<file path="src/rtl/olee_pkg.sv">
// Package with the shared types and command codes of the ordered list edit engine.
package olee_pkg;

    // Command codes carried on the command field of an input transaction.
    localparam logic [1:0] CMD_INSERT_FRONT = 2'd0;
    localparam logic [1:0] CMD_APPEND_BACK  = 2'd1;
    localparam logic [1:0] CMD_DELETE_AT    = 2'd2;

    // Controller states.
    typedef enum logic [1:0] {
        S_IDLE,
        S_EDIT,
        S_LIST,
        S_DRAIN
    } t_state;

    // Commands from the controller to the datapath.
    typedef struct packed {
        logic latch;   // capture the input transaction
        logic edit;    // apply the edit to the list
        logic issue;   // launch the next entry of the listing
    } t_ctrl_cmd;

    // Status from the datapath to the controller.
    typedef struct packed {
        logic can_issue;   // the read stage can take a new entry this cycle
        logic last_issue;  // the entry at the listing index is the final one
        logic s1_busy;     // the read stage still holds an entry
    } t_dp_status;

endpackage

</file>
<file path="src/rtl/olee_controller.sv">
// Controller state machine that sequences the edit and the listing of each command.
module olee_controller (
    input  logic                   i_clk,
    input  logic                   i_rst_n,
    input  logic                   i_in_valid,
    output logic                   o_in_stall,
    output olee_pkg::t_ctrl_cmd    o_cmd,
    input  olee_pkg::t_dp_status   i_status
);

    olee_pkg::t_state r_state;
    olee_pkg::t_state n_state;

    // State register.
    always_ff @(posedge i_clk) begin
        if (!i_rst_n) begin
            r_state <= olee_pkg::S_IDLE;
        end else begin
            r_state <= n_state;
        end
    end

    // Next state and command decode.
    always_comb begin
        n_state    = r_state;
        o_cmd      = '0;
        o_in_stall = 1'b1;
        unique case (r_state)
            olee_pkg::S_IDLE: begin
                o_in_stall = 1'b0;
                if (i_in_valid) begin
                    o_cmd.latch = 1'b1;
                    n_state     = olee_pkg::S_EDIT;
                end
            end
            olee_pkg::S_EDIT: begin
                o_cmd.edit = 1'b1;
                n_state    = olee_pkg::S_LIST;
            end
            olee_pkg::S_LIST: begin
                if (i_status.can_issue) begin
                    o_cmd.issue = 1'b1;
                    if (i_status.last_issue) begin
                        n_state = olee_pkg::S_DRAIN;
                    end
                end
            end
            olee_pkg::S_DRAIN: begin
                // Wait until any pending shift write has landed in the store.
                if (!i_status.s1_busy) begin
                    n_state = olee_pkg::S_IDLE;
                end
            end
            default: begin
                n_state = olee_pkg::S_IDLE;
            end
        endcase
    end

endmodule

</file>
<file path="src/rtl/olee_datapath.sv">
// Datapath with the entry store, head pointer, entry count, read stage and output register.
module olee_datapath #(
    parameter int CAPACITY = 16
) (
    input  logic                   i_clk,
    input  logic                   i_rst_n,
    input  olee_pkg::t_ctrl_cmd    i_cmd,
    output olee_pkg::t_dp_status   o_status,
    input  logic [1:0]             i_command,
    input  logic signed [63:0]     i_item_value,
    input  logic [7:0]             i_position,
    input  logic                   i_out_stall,
    output logic                   o_out_valid,
    output logic signed [63:0]     o_element_value,
    output logic                   o_last_element,
    output logic                   o_list_empty,
    output logic                   o_insert_dropped
);

    localparam int AW = $clog2(CAPACITY);
    localparam int CW = $clog2(CAPACITY + 1);
    localparam int SW = CW + 1;

    // Map a logical list index onto a slot of the circular store.
    function automatic logic [AW-1:0] f_phys(input logic [AW-1:0] head,
                                             input logic [CW-1:0] li);
        logic [SW-1:0] sum;
        sum = SW'(head) + SW'(li);
        if (sum >= SW'(CAPACITY)) begin
            sum = sum - SW'(CAPACITY);
        end
        return sum[AW-1:0];
    endfunction

    // Entry store and its registered read data.
    logic [63:0]          r_mem [CAPACITY];
    logic [63:0]          r_rd_data;

    // List control state.
    logic [AW-1:0]        r_head;
    logic [CW-1:0]        r_count;

    // Captured transaction and per-command edit results.
    logic [1:0]           r_cmd;
    logic [63:0]          r_val;
    logic [7:0]           r_pos;
    logic                 r_dropped;
    logic                 r_del;
    logic [CW-1:0]        r_del_pos;
    logic [CW-1:0]        r_idx;

    // Read stage.
    logic                 r_s1_vld;
    logic                 r_s1_last;
    logic                 r_s1_empty;
    logic                 r_s1_wr;
    logic [AW-1:0]        r_s1_wr_addr;

    // Output register.
    logic                 r_out_vld;
    logic [63:0]          r_out_value;
    logic                 r_out_last;
    logic                 r_out_empty;
    logic                 r_out_dropped;

    logic                 w_full;
    logic                 w_is_insert;
    logic [AW-1:0]        w_head_dec;
    logic                 w_del_ok;
    logic                 w_empty;
    logic                 w_shift;
    logic [CW-1:0]        w_rd_li;
    logic [AW-1:0]        w_rd_addr;
    logic [AW-1:0]        w_shift_addr;
    logic                 w_last;
    logic                 w_adv;
    logic                 w_rd_en;
    logic                 w_edit_we;
    logic [AW-1:0]        w_edit_addr;
    logic                 w_shift_we;
    logic                 w_mem_we;
    logic [AW-1:0]        w_mem_waddr;
    logic [63:0]          w_mem_wdata;

    // Edit decode.
    assign w_full      = (r_count == CW'(CAPACITY));
    assign w_is_insert = (r_cmd == olee_pkg::CMD_INSERT_FRONT) ||
                         (r_cmd == olee_pkg::CMD_APPEND_BACK);
    assign w_head_dec  = (r_head == '0) ? AW'(CAPACITY - 1) : r_head - AW'(1);
    assign w_del_ok    = (8'(r_count) > r_pos);
    assign w_edit_we   = i_cmd.edit && w_is_insert && !w_full;
    assign w_edit_addr = (r_cmd == olee_pkg::CMD_INSERT_FRONT) ? w_head_dec
                                                               : f_phys(r_head, r_count);

    // Listing addresses. After a delete, entries from the deleted position on are
    // read one slot further back and written one slot forward as they are listed.
    assign w_empty      = (r_count == '0);
    assign w_shift      = r_del && (r_idx >= r_del_pos);
    assign w_rd_li      = w_shift ? r_idx + CW'(1) : r_idx;
    assign w_rd_addr    = f_phys(r_head, w_rd_li);
    assign w_shift_addr = f_phys(r_head, r_idx);
    assign w_last       = w_empty || (r_idx + CW'(1) == r_count);
    assign w_adv        = !r_out_vld || !i_out_stall;
    assign w_rd_en      = i_cmd.issue && !w_empty;

    // Single write port shared by the edit write and the shift write.
    assign w_shift_we  = r_s1_vld && w_adv && r_s1_wr;
    assign w_mem_we    = w_edit_we || w_shift_we;
    assign w_mem_waddr = w_shift_we ? r_s1_wr_addr : w_edit_addr;
    assign w_mem_wdata = w_shift_we ? r_rd_data : r_val;

    // Status to the controller.
    assign o_status.can_issue  = !r_s1_vld || w_adv;
    assign o_status.last_issue = w_last;
    assign o_status.s1_busy    = r_s1_vld;

    // Entry store.
    always_ff @(posedge i_clk) begin
        if (w_mem_we) begin
            r_mem[w_mem_waddr] <= w_mem_wdata;
        end
        if (w_rd_en) begin
            r_rd_data <= r_mem[w_rd_addr];
        end
    end

    // Head pointer and entry count.
    always_ff @(posedge i_clk) begin
        if (!i_rst_n) begin
            r_head  <= '0;
            r_count <= '0;
        end else if (i_cmd.edit) begin
            case (r_cmd)
                olee_pkg::CMD_INSERT_FRONT: begin
                    if (!w_full) begin
                        r_head  <= w_head_dec;
                        r_count <= r_count + CW'(1);
                    end
                end
                olee_pkg::CMD_APPEND_BACK: begin
                    if (!w_full) begin
                        r_count <= r_count + CW'(1);
                    end
                end
                olee_pkg::CMD_DELETE_AT: begin
                    if (w_del_ok) begin
                        r_count <= r_count - CW'(1);
                    end
                end
                default: begin
                end
            endcase
        end
    end

    // Transaction capture, edit results and listing index.
    always_ff @(posedge i_clk) begin
        if (i_cmd.latch) begin
            r_cmd <= i_command;
            r_val <= $unsigned(i_item_value);
            r_pos <= i_position;
        end
        if (i_cmd.edit) begin
            r_dropped <= w_is_insert && w_full;
            r_del     <= (r_cmd == olee_pkg::CMD_DELETE_AT) && w_del_ok;
            r_del_pos <= CW'(r_pos);
            r_idx     <= '0;
        end else if (i_cmd.issue) begin
            r_idx <= r_idx + CW'(1);
        end
    end

    // Read stage valid.
    always_ff @(posedge i_clk) begin
        if (!i_rst_n) begin
            r_s1_vld <= 1'b0;
        end else if (i_cmd.issue) begin
            r_s1_vld <= 1'b1;
        end else if (w_adv) begin
            r_s1_vld <= 1'b0;
        end
    end

    // Read stage payload.
    always_ff @(posedge i_clk) begin
        if (i_cmd.issue) begin
            r_s1_last    <= w_last;
            r_s1_empty   <= w_empty;
            r_s1_wr      <= w_shift && !w_empty;
            r_s1_wr_addr <= w_shift_addr;
        end
    end

    // Output register valid.
    always_ff @(posedge i_clk) begin
        if (!i_rst_n) begin
            r_out_vld <= 1'b0;
        end else if (w_adv) begin
            r_out_vld <= r_s1_vld;
        end
    end

    // Output register payload.
    always_ff @(posedge i_clk) begin
        if (w_adv && r_s1_vld) begin
            r_out_value   <= r_s1_empty ? '0 : r_rd_data;
            r_out_last    <= r_s1_last;
            r_out_empty   <= r_s1_empty;
            r_out_dropped <= r_dropped;
        end
    end

    assign o_out_valid      = r_out_vld;
    assign o_element_value  = $signed(r_out_value);
    assign o_last_element   = r_out_last;
    assign o_list_empty     = r_out_empty;
    assign o_insert_dropped = r_out_dropped;

endmodule

</file>
<file path="src/rtl/ordered_list_edit_engine_top.sv">
// Top level of the ordered list edit engine: controller, datapath and checks.
//
// Keeps an ordered list of up to CAPACITY signed 64-bit entries. Each input
// transaction carries a command: insert at the front, append at the back, or
// delete at a zero-based position. After the edit the full list is sent out
// front to back as one output transaction per entry, the final one marked by
// o_last_element; an empty list gives a single transaction with o_list_empty.
// An insert into a full list leaves the list unchanged and sets
// o_insert_dropped on every transaction of that listing.
// Both channels use valid and stall; a transaction moves on a rising edge with
// valid high and stall low. After a command is taken the edit is applied, then
// each entry passes through the read stage and the output register, one per
// cycle while the output is not stalled. The next command is taken only after
// the edit, the reading of every entry and the retiring of the last read from
// the read stage. The store has one read and one write port, which sets the
// one-entry-per-cycle listing; a delete closes the gap while the list is read.
// While the output is stalled the listing pauses and holds its last result.
// Reset empties the list at once; store contents are never read before written.
module ordered_list_edit_engine_top #(
    parameter int CAPACITY = 16
) (
    input  logic               i_clk,
    input  logic               i_rst_n,
    input  logic               i_in_valid,
    output logic               o_in_stall,
    input  logic [1:0]         i_command,
    input  logic signed [63:0] i_item_value,
    input  logic [7:0]         i_position,
    output logic               o_out_valid,
    input  logic               i_out_stall,
    output logic signed [63:0] o_element_value,
    output logic               o_last_element,
    output logic               o_list_empty,
    output logic               o_insert_dropped
);

    olee_pkg::t_ctrl_cmd  w_cmd;
    olee_pkg::t_dp_status w_status;

    // Sequencing of the edit and the listing.
    olee_controller u_ctrl (
        .i_clk      (i_clk),
        .i_rst_n    (i_rst_n),
        .i_in_valid (i_in_valid),
        .o_in_stall (o_in_stall),
        .o_cmd      (w_cmd),
        .i_status   (w_status)
    );

    // Store, list state and output stage.
    olee_datapath #(
        .CAPACITY (CAPACITY)
    ) u_dp (
        .i_clk            (i_clk),
        .i_rst_n          (i_rst_n),
        .i_cmd            (w_cmd),
        .o_status         (w_status),
        .i_command        (i_command),
        .i_item_value     (i_item_value),
        .i_position       (i_position),
        .i_out_stall      (i_out_stall),
        .o_out_valid      (o_out_valid),
        .o_element_value  (o_element_value),
        .o_last_element   (o_last_element),
        .o_list_empty     (o_list_empty),
        .o_insert_dropped (o_insert_dropped)
    );

`ifndef NO_ASSERTIONS
    // A taken command blocks the input until the last entry of its listing has left the read stage.
    a_stall_after_accept: assert property (@(posedge i_clk) disable iff (!i_rst_n)
        (i_in_valid && !o_in_stall) |=> o_in_stall)
        else $error("input not stalled after a command was taken");

    // An entry is launched only when the read stage has room for it.
    a_issue_has_room: assert property (@(posedge i_clk) disable iff (!i_rst_n)
        w_cmd.issue |-> w_status.can_issue)
        else $error("entry launched into a full read stage");

    // An empty listing is always a single, final transaction.
    a_empty_is_last: assert property (@(posedge i_clk) disable iff (!i_rst_n)
        (o_out_valid && o_list_empty) |-> o_last_element)
        else $error("empty listing not marked as last");
`endif

endmodule
</file>
<file path="config.mk">
export PLATFORM = sky130hd
export DESIGN_NAME = ordered_list_edit_engine_top
export DESIGN_NICKNAME = d
export VERILOG_FILES = /design/src/rtl/olee_pkg.sv /design/src/rtl/olee_controller.sv /design/src/rtl/olee_datapath.sv /design/src/rtl/ordered_list_edit_engine_top.sv
export SDC_FILE = /design/constraint.sdc
export NUM_CORES = 1
export LEC_CHECK = 0
export CORE_AREA = 2 2 290 292
export DETAILED_ROUTE_END_ITERATION = 12
export DIE_AREA = 0 0 292 294
export DONT_BUFFER_PORTS = 1
export GPL_TIMING_DRIVEN = 0
export MAX_ROUTING_LAYER = met4
export PLACE_DENSITY = 0.72
export SYNTH_ARGS = -nofsm -noshare
export SYNTH_HDL_FRONTEND = slang
export SYNTH_SLANG_ARGS = --single-unit
export TNS_END_PERCENT = 30
</file>
<file path="constraint.sdc">
create_clock -name i_clk -period 13.2 [get_ports i_clk]
set_input_delay 3.3 -clock i_clk [delete_from_list [all_inputs] [get_ports i_clk]]
set_output_delay 3.3 -clock i_clk [all_outputs]
set_load 0.005 [all_outputs]
</file>
* Word level (Yosys, flattened, before mapping)
Memory sizes are Yosys's and may differ from the RTL's. A register that Yosys moved wholly into a read port is not among the register bits.
Cells that the tools add are included.
** Operators by class
- Muxes and demuxes :: 26
- Shifts and indexed selects :: 0
- Bitwise logic cells :: 1
- Magnitude comparators :: 5
- Multipliers :: 0
- Reduce and logical (&&, ||, !) cells :: 29
- Div/mod/pow operators :: 0
- Equality and inequality tests :: 13
- Add/sub/neg operators :: 10
** Operators by type and width (number)
- 64-bit two-way mux :: 1
- 4-bit two-way mux :: 6
- 4-bit by 5-bit adder with 6-bit output :: 3
- 6-bit by 5-bit >= comparator with 1-bit output, second input constant :: 3
- 4-bit by 1-bit subtractor with 4-bit output, second input constant :: 4
- 5-bit two-way mux :: 3
- 5-bit by 1-bit adder with 5-bit output, second input constant :: 2
- 1-bit two-way mux :: 10
- 5-bit case mux with 2 select lines :: 1
- 1-bit logical AND :: 9
- 5-bit by 8-bit > comparator with 1-bit output :: 1
- 2-bit two-way mux :: 4
- 2-bit case mux with 4 select lines :: 1
- 4-bit AND reduction :: 2
- 2-bit equality test, second input constant :: 3
- 2-bit by 1-bit != test with 1-bit output, second input constant :: 3
- 2-bit != test, second input constant :: 3
- 5-bit equality test :: 1
- 5-bit equality test, second input constant :: 1
- 5-bit >= comparator :: 1
- 1-bit logical NOT :: 5
- 5-bit logical NOT :: 1
- 1-bit logical OR :: 5
- 5-bit by 1-bit subtractor with 5-bit output, second input constant :: 1
- other kinds (7) :: 10
** Word-level totals
- Logic and storage cells :: 105
- Input port bits :: 78
- Memories kept :: 1
- Output and inout port bits :: 69
- Memory bits (writable) :: 1024
- Bits in read-only memories :: 0
- Bits in registers :: 173
- Bits in latches :: 0
** Memory list
- u_dp.r_mem :: depth 16, width 64, rd ports 1, clocked after memory_dff 1, write ports 1, line olee_datapath.sv:36 : logic [63:0] r_mem [CAPACITY];

* Longest topological paths before layout
- Depth after elaboration :: 7
- Depth in mapped cells :: 17
- Depth with buffers taken out :: 15

* Hierarchy
Synthesis repeated with hierarchy kept, for this count alone.
** Second synthesis, totals
- Cells, all modules :: 2181
- Area, all modules :: 48402.7 sq um
** Modules (own cells, without submodules)
- olee_datapath :: instances 1, seq. area each 37646.1 sq um, cells an instance 2162, area an instance 48237.5 sq um
- olee_controller :: instances 1, seq. area each 40.0 sq um, cells an instance 19, area an instance 165.2 sq um

* Worst setup path before layout
OpenSTA, ideal clock, no wires.
- Path type :: input -> register
- From :: input port i_out_stall
- To :: memory u_dp.r_mem[12][0] (enable)
- Required time :: 12707 ps
- Path buffers :: 0
- Arrival :: 10696 ps
- Library setup time :: 493 ps
- Stages on the path :: 5
- Slack :: 2010 ps
- Cells stage by stage :: a21boi_1 nand2_1 o21ai_0 nor2b_1 nor2b_1
** On the way
- Longest elaborated chain between the ends :: 7
- Elaborated cells on any way between the ends :: 8
- Those cells by class :: 3 x mux; 5 x reduce/logical
** Ends and longest elaborated chain
- start, declared :: line ordered_list_edit_engine_top.sv:30 : input logic i_out_stall,
- 1-bit logical NOT (*) :: line olee_datapath.sv:103 : assign w_adv = !r_out_vld || !i_out_stall;
- 1-bit logical OR (*) :: line olee_datapath.sv:103
- 1-bit logical AND (*) (2 in a row) :: line olee_datapath.sv:107 : assign w_shift_we = r_s1_vld && w_adv && r_s1_wr;
- 1-bit logical OR :: line olee_datapath.sv:108 : assign w_mem_we = w_edit_we || w_shift_we;
- 1-bit two-way mux :: line olee_datapath.sv:119 : if (w_mem_we) begin
- 1-bit two-way mux (not written as such) :: line olee_datapath.sv:120 : r_mem[w_mem_waddr] <= w_mem_wdata;
- end, declared :: line olee_datapath.sv:36
Every way passes the cells marked *; elsewhere a longest branch is shown, timed or not.

* Final worst setup path
- From :: input port i_out_stall
- To :: memory u_dp.r_mem[12][39] (enable)
The elaborated chain is that of the path after synthesis.

==> flow_metrics.py <==
metrics = {
    "floorplanning": {
        "rows": 106,
        "initial_utilization_pct": 58.5,
        "core_um2": 82900,
        "fp.dieH_um": 294,
        "die_x_um": 292,
        "dieArea_um2": 85800,
        "io_pins": 147,
    },
    "timing": {
        "setup_viol": 0,
        "hold_viol": 0,
        "skew_ns": 0.0249,
        "slew_viol_final": 0,
        "worstMarginPinSlew_ns": 1.24,
        "fin_tns_setup_ns": 0,
        "finalCritPeriodShare_pct": 43.0,
        "fin_ws_ns": 7.52,
        "clock.fmax_mhz": 176,
        "grt_setup_unrepaired": "no",
        "max_slew_margin_pct": 17.1,
        "period_needed_ns": 5.68,
    },
    "power_and_ir_drop": {
        "leakagePower_uw": 0.0176,
        "pwr-share-clk_pct": 28.3,
        "p_switching_uw": 3420,
        "seqPwrFrac_pct": 44.3,
        "pwr-share-comb_pct": 27.3,
        "vdd_ir_drop_max_mv": 0.142,
        "fin_total_pwr_uw": 11600,
        "intPower_uw": 8190,
        "cellPowerDensity_nw_per_um2": 212,
        "p_sw_share_pct": 29.4,
    },
    "clocking": {
        "cts_buffers": 117,
        "post_cts_buffers": 0,
        "clkSlewWorstSetupHoldPaths_ns": 0.06,
        "htree_num_levels": 3,
        "cts_root_buf": "clkbuf_16",
        "clockBufferDepth": 3,
        "postCtsResizedCells": 0,
        "cts_tree": "done",
        "cts_hold_buffers": 0,
        "clk_latency_ns": 0.70,
        "cts.sinks": 1261,
    },
    "placed_design": {
        "detailedPlace.worstSlack_ns": 6.82,
        "dp_cells": 3598,
        "io_buffers": 0,
        "post-dp-hpwl_mm": 67.9,
        "gp_congestion": 0.809,
    },
    "synthesis": {
        "yosysMostFrequentCell": "edfxtp_1",
        "syn_inst": 2476,
        "synth_area_um2": 48500,
        "ys.warnings.count": 0,
        "synthFlopType": "edfxtp_1",
        "synth_fp_nets": 2588,
        "synth_top_area_cell": "edfxtp_1",
        "synthArstFlopShare_pct": 0,
        "synth_top_cell_area_share_pct": 76.9,
        "synthTopCellsByCount": "edfxtp_1, nand3_1, mux4_2, nand2_1, clkbuf_1",
        "ys_types": 44,
        "ys_ff_latch": 1261,
        "avgSynthCellArea_um2": 19.6,
        "synth_edf_count": 1243,
        "synth_area_leaders": "edfxtp_1, mux4_2, nand3_1",
        "yosysSeqAreaShare_pct": 77.7,
    },
    "detailed_routing": {
        "drt-total-wl_mm": 109,
        "ant_nets": 0,
        "vias": 24431,
        "via_per_inst": 6.41,
        "first_pass_iters": 6,
        "drt-initial-drc-count": 2980,
        "wl_per_cell_um": 28.7,
        "drcViolationCount": 0,
    },
    "cells_and_area": {
        "fin_util_pct": 66.0,
        "drive_gt1_share_pct": 19.4,
        "layout.nets": 2749,
        "areaGrowthSynthToFinish_pct": 12.7,
        "final_cells": 3813,
    },
    "setup_path": {
        "arrival_ns": 6.05,
        "critPathMaxFanout": 26,
        "timing_worst_setup_path_type": "primary input to register",
        "cp-start-kind": "primary input",
        "cp.required_ns": 13.58,
        "end_kind": "register",
    },
    "grt": {
        "grt_pass1_vias": 25151,
        "grt_max_degree": 46,
        "overflow": 0,
        "grt_pass1_wl_mm": 162,
        "antenna_found_initial": 3,
        "grt_usage_pct": 26.7,
    },
    "min_path": {
        "hold_class": "register to register",
    },
    "flow_run": {
        "cap_violations": 0,
    },
    "run_status": {
        "status": "complete, no violations",
    },
}
[state kept, by name (all words and copies together), names as in the netlist, 4 cells and up]
| register | cells |
|---|---|
| u_dp.r_mem | 1024 |
| u_dp.r_pos | 8 |
| u_dp.r_idx | 5 |
| u_dp.r_count | 5 |
| u_dp.r_val | 64 |
| u_dp.r_head | 4 |
| u_dp.o_element_value | 64 |
| u_dp.r_rd_data | 64 |
| u_dp.r_del_pos | 5 |
| u_dp.r_s1_wr_addr | 4 |
[cell families after synthesis]
| logic type | Yosys count | synth area share [%] |
|---|---|---|
| buf+inv | 168 | 1.43 |
| fa+ha+maj | 34 | 0.939 |
| compound gates | 59 | 0.856 |
| simple gates | 670 | 6.71 |
| flops | 1261 | 77.7 |
| mux | 259 | 11.9 |
| xor+xnor | 25 | 0.467 |
[placed cells by master (no fill, tap or decap), drive strengths merged, types with 9 or more instances in the layout]
cell type,count
a21oi,21
clkinv,40
nor2,33
xnor2,16
dfxtp,18
mux4,256
inv,34
buf,100
bufinv,11
nand3,262
xor2,9
ha,30
edfxtp,1243
nand2,212
nor2b,76
clkbuf,233
a21o,9
nand4,66
[critical path, stage by stage]
cell,delay [ns]
a21boi_4,0.34
and2_1,0.19
clkbuf_1,0.25
nor2_1,0.10
a211o_1,0.36
nor2b_1,0.35
nor2b_4,0.81
buf_12,0.29
[final timing paths]
path / start / to / slack [ns] / depth (start not counted)
worst min-delay path: u_dp.r_s1_last / u_dp.o_last_element / 0.42 / 0
worst max register to register: u_dp.r_idx[0] / u_dp.r_rd_data[21] / 8.06 / 15
worst max-delay path: i_out_stall / u_dp.r_mem[12][39] / 7.52 / 8
worst min register to register: u_dp.r_s1_last / u_dp.o_last_element / 0.42 / 0
[per-stage QoR]
step	area (µm²)	hold slack [ns]
after global placement	49900	0.408
after detailed placement	50900	0.405
after global routing	54700	0.423
final	54700	0.418
after CTS	54700	0.419
after floorplan	48500	0.400
[layout make-up]
class / count / area (µm²)
multi-input combinational: 1047 / 10300
timing repair buffer: 42 / 916
antenna: 3 / 7.51
clock buffer: 152 / 3130
fill: 5208 / 28200
inverter: 29 / 109
buffer: 139 / 588
tap: 1080 / 1350
clock inverter: 60 / 593
sequential: 1261 / 37700
[metal layers]
metal | routed length, µm | GRT usage, % | vias up | part of all wire [%]
met5 | 0 | - | - | 0
met2 | 54000 | 42.1 | 1343 | 49
li1 | - | - | 10290 | -
met3 | 10100 | 4.95 | 178 | 9.2
met1 | 42200 | 35.9 | 12620 | 39
met4 | 3160 | 8.93 | 0 | 2.9
[power by group through the flow]
| stage | clock network (µW) | logic [µW] | registers (µW) |
|---|---|---|---|
| final | 3290 | 3170 | 5140 |
| after global routing | 3480 | 3390 | 5160 |
| after CTS | 3330 | 3190 | 5140 |
| after detailed placement | 0 | 3160 | 5220 |
| after global placement | 0 | 2990 | 5270 |
| after floorplan | 0 | 2170 | 5190 |
Power figures use the tool's default switching activity.
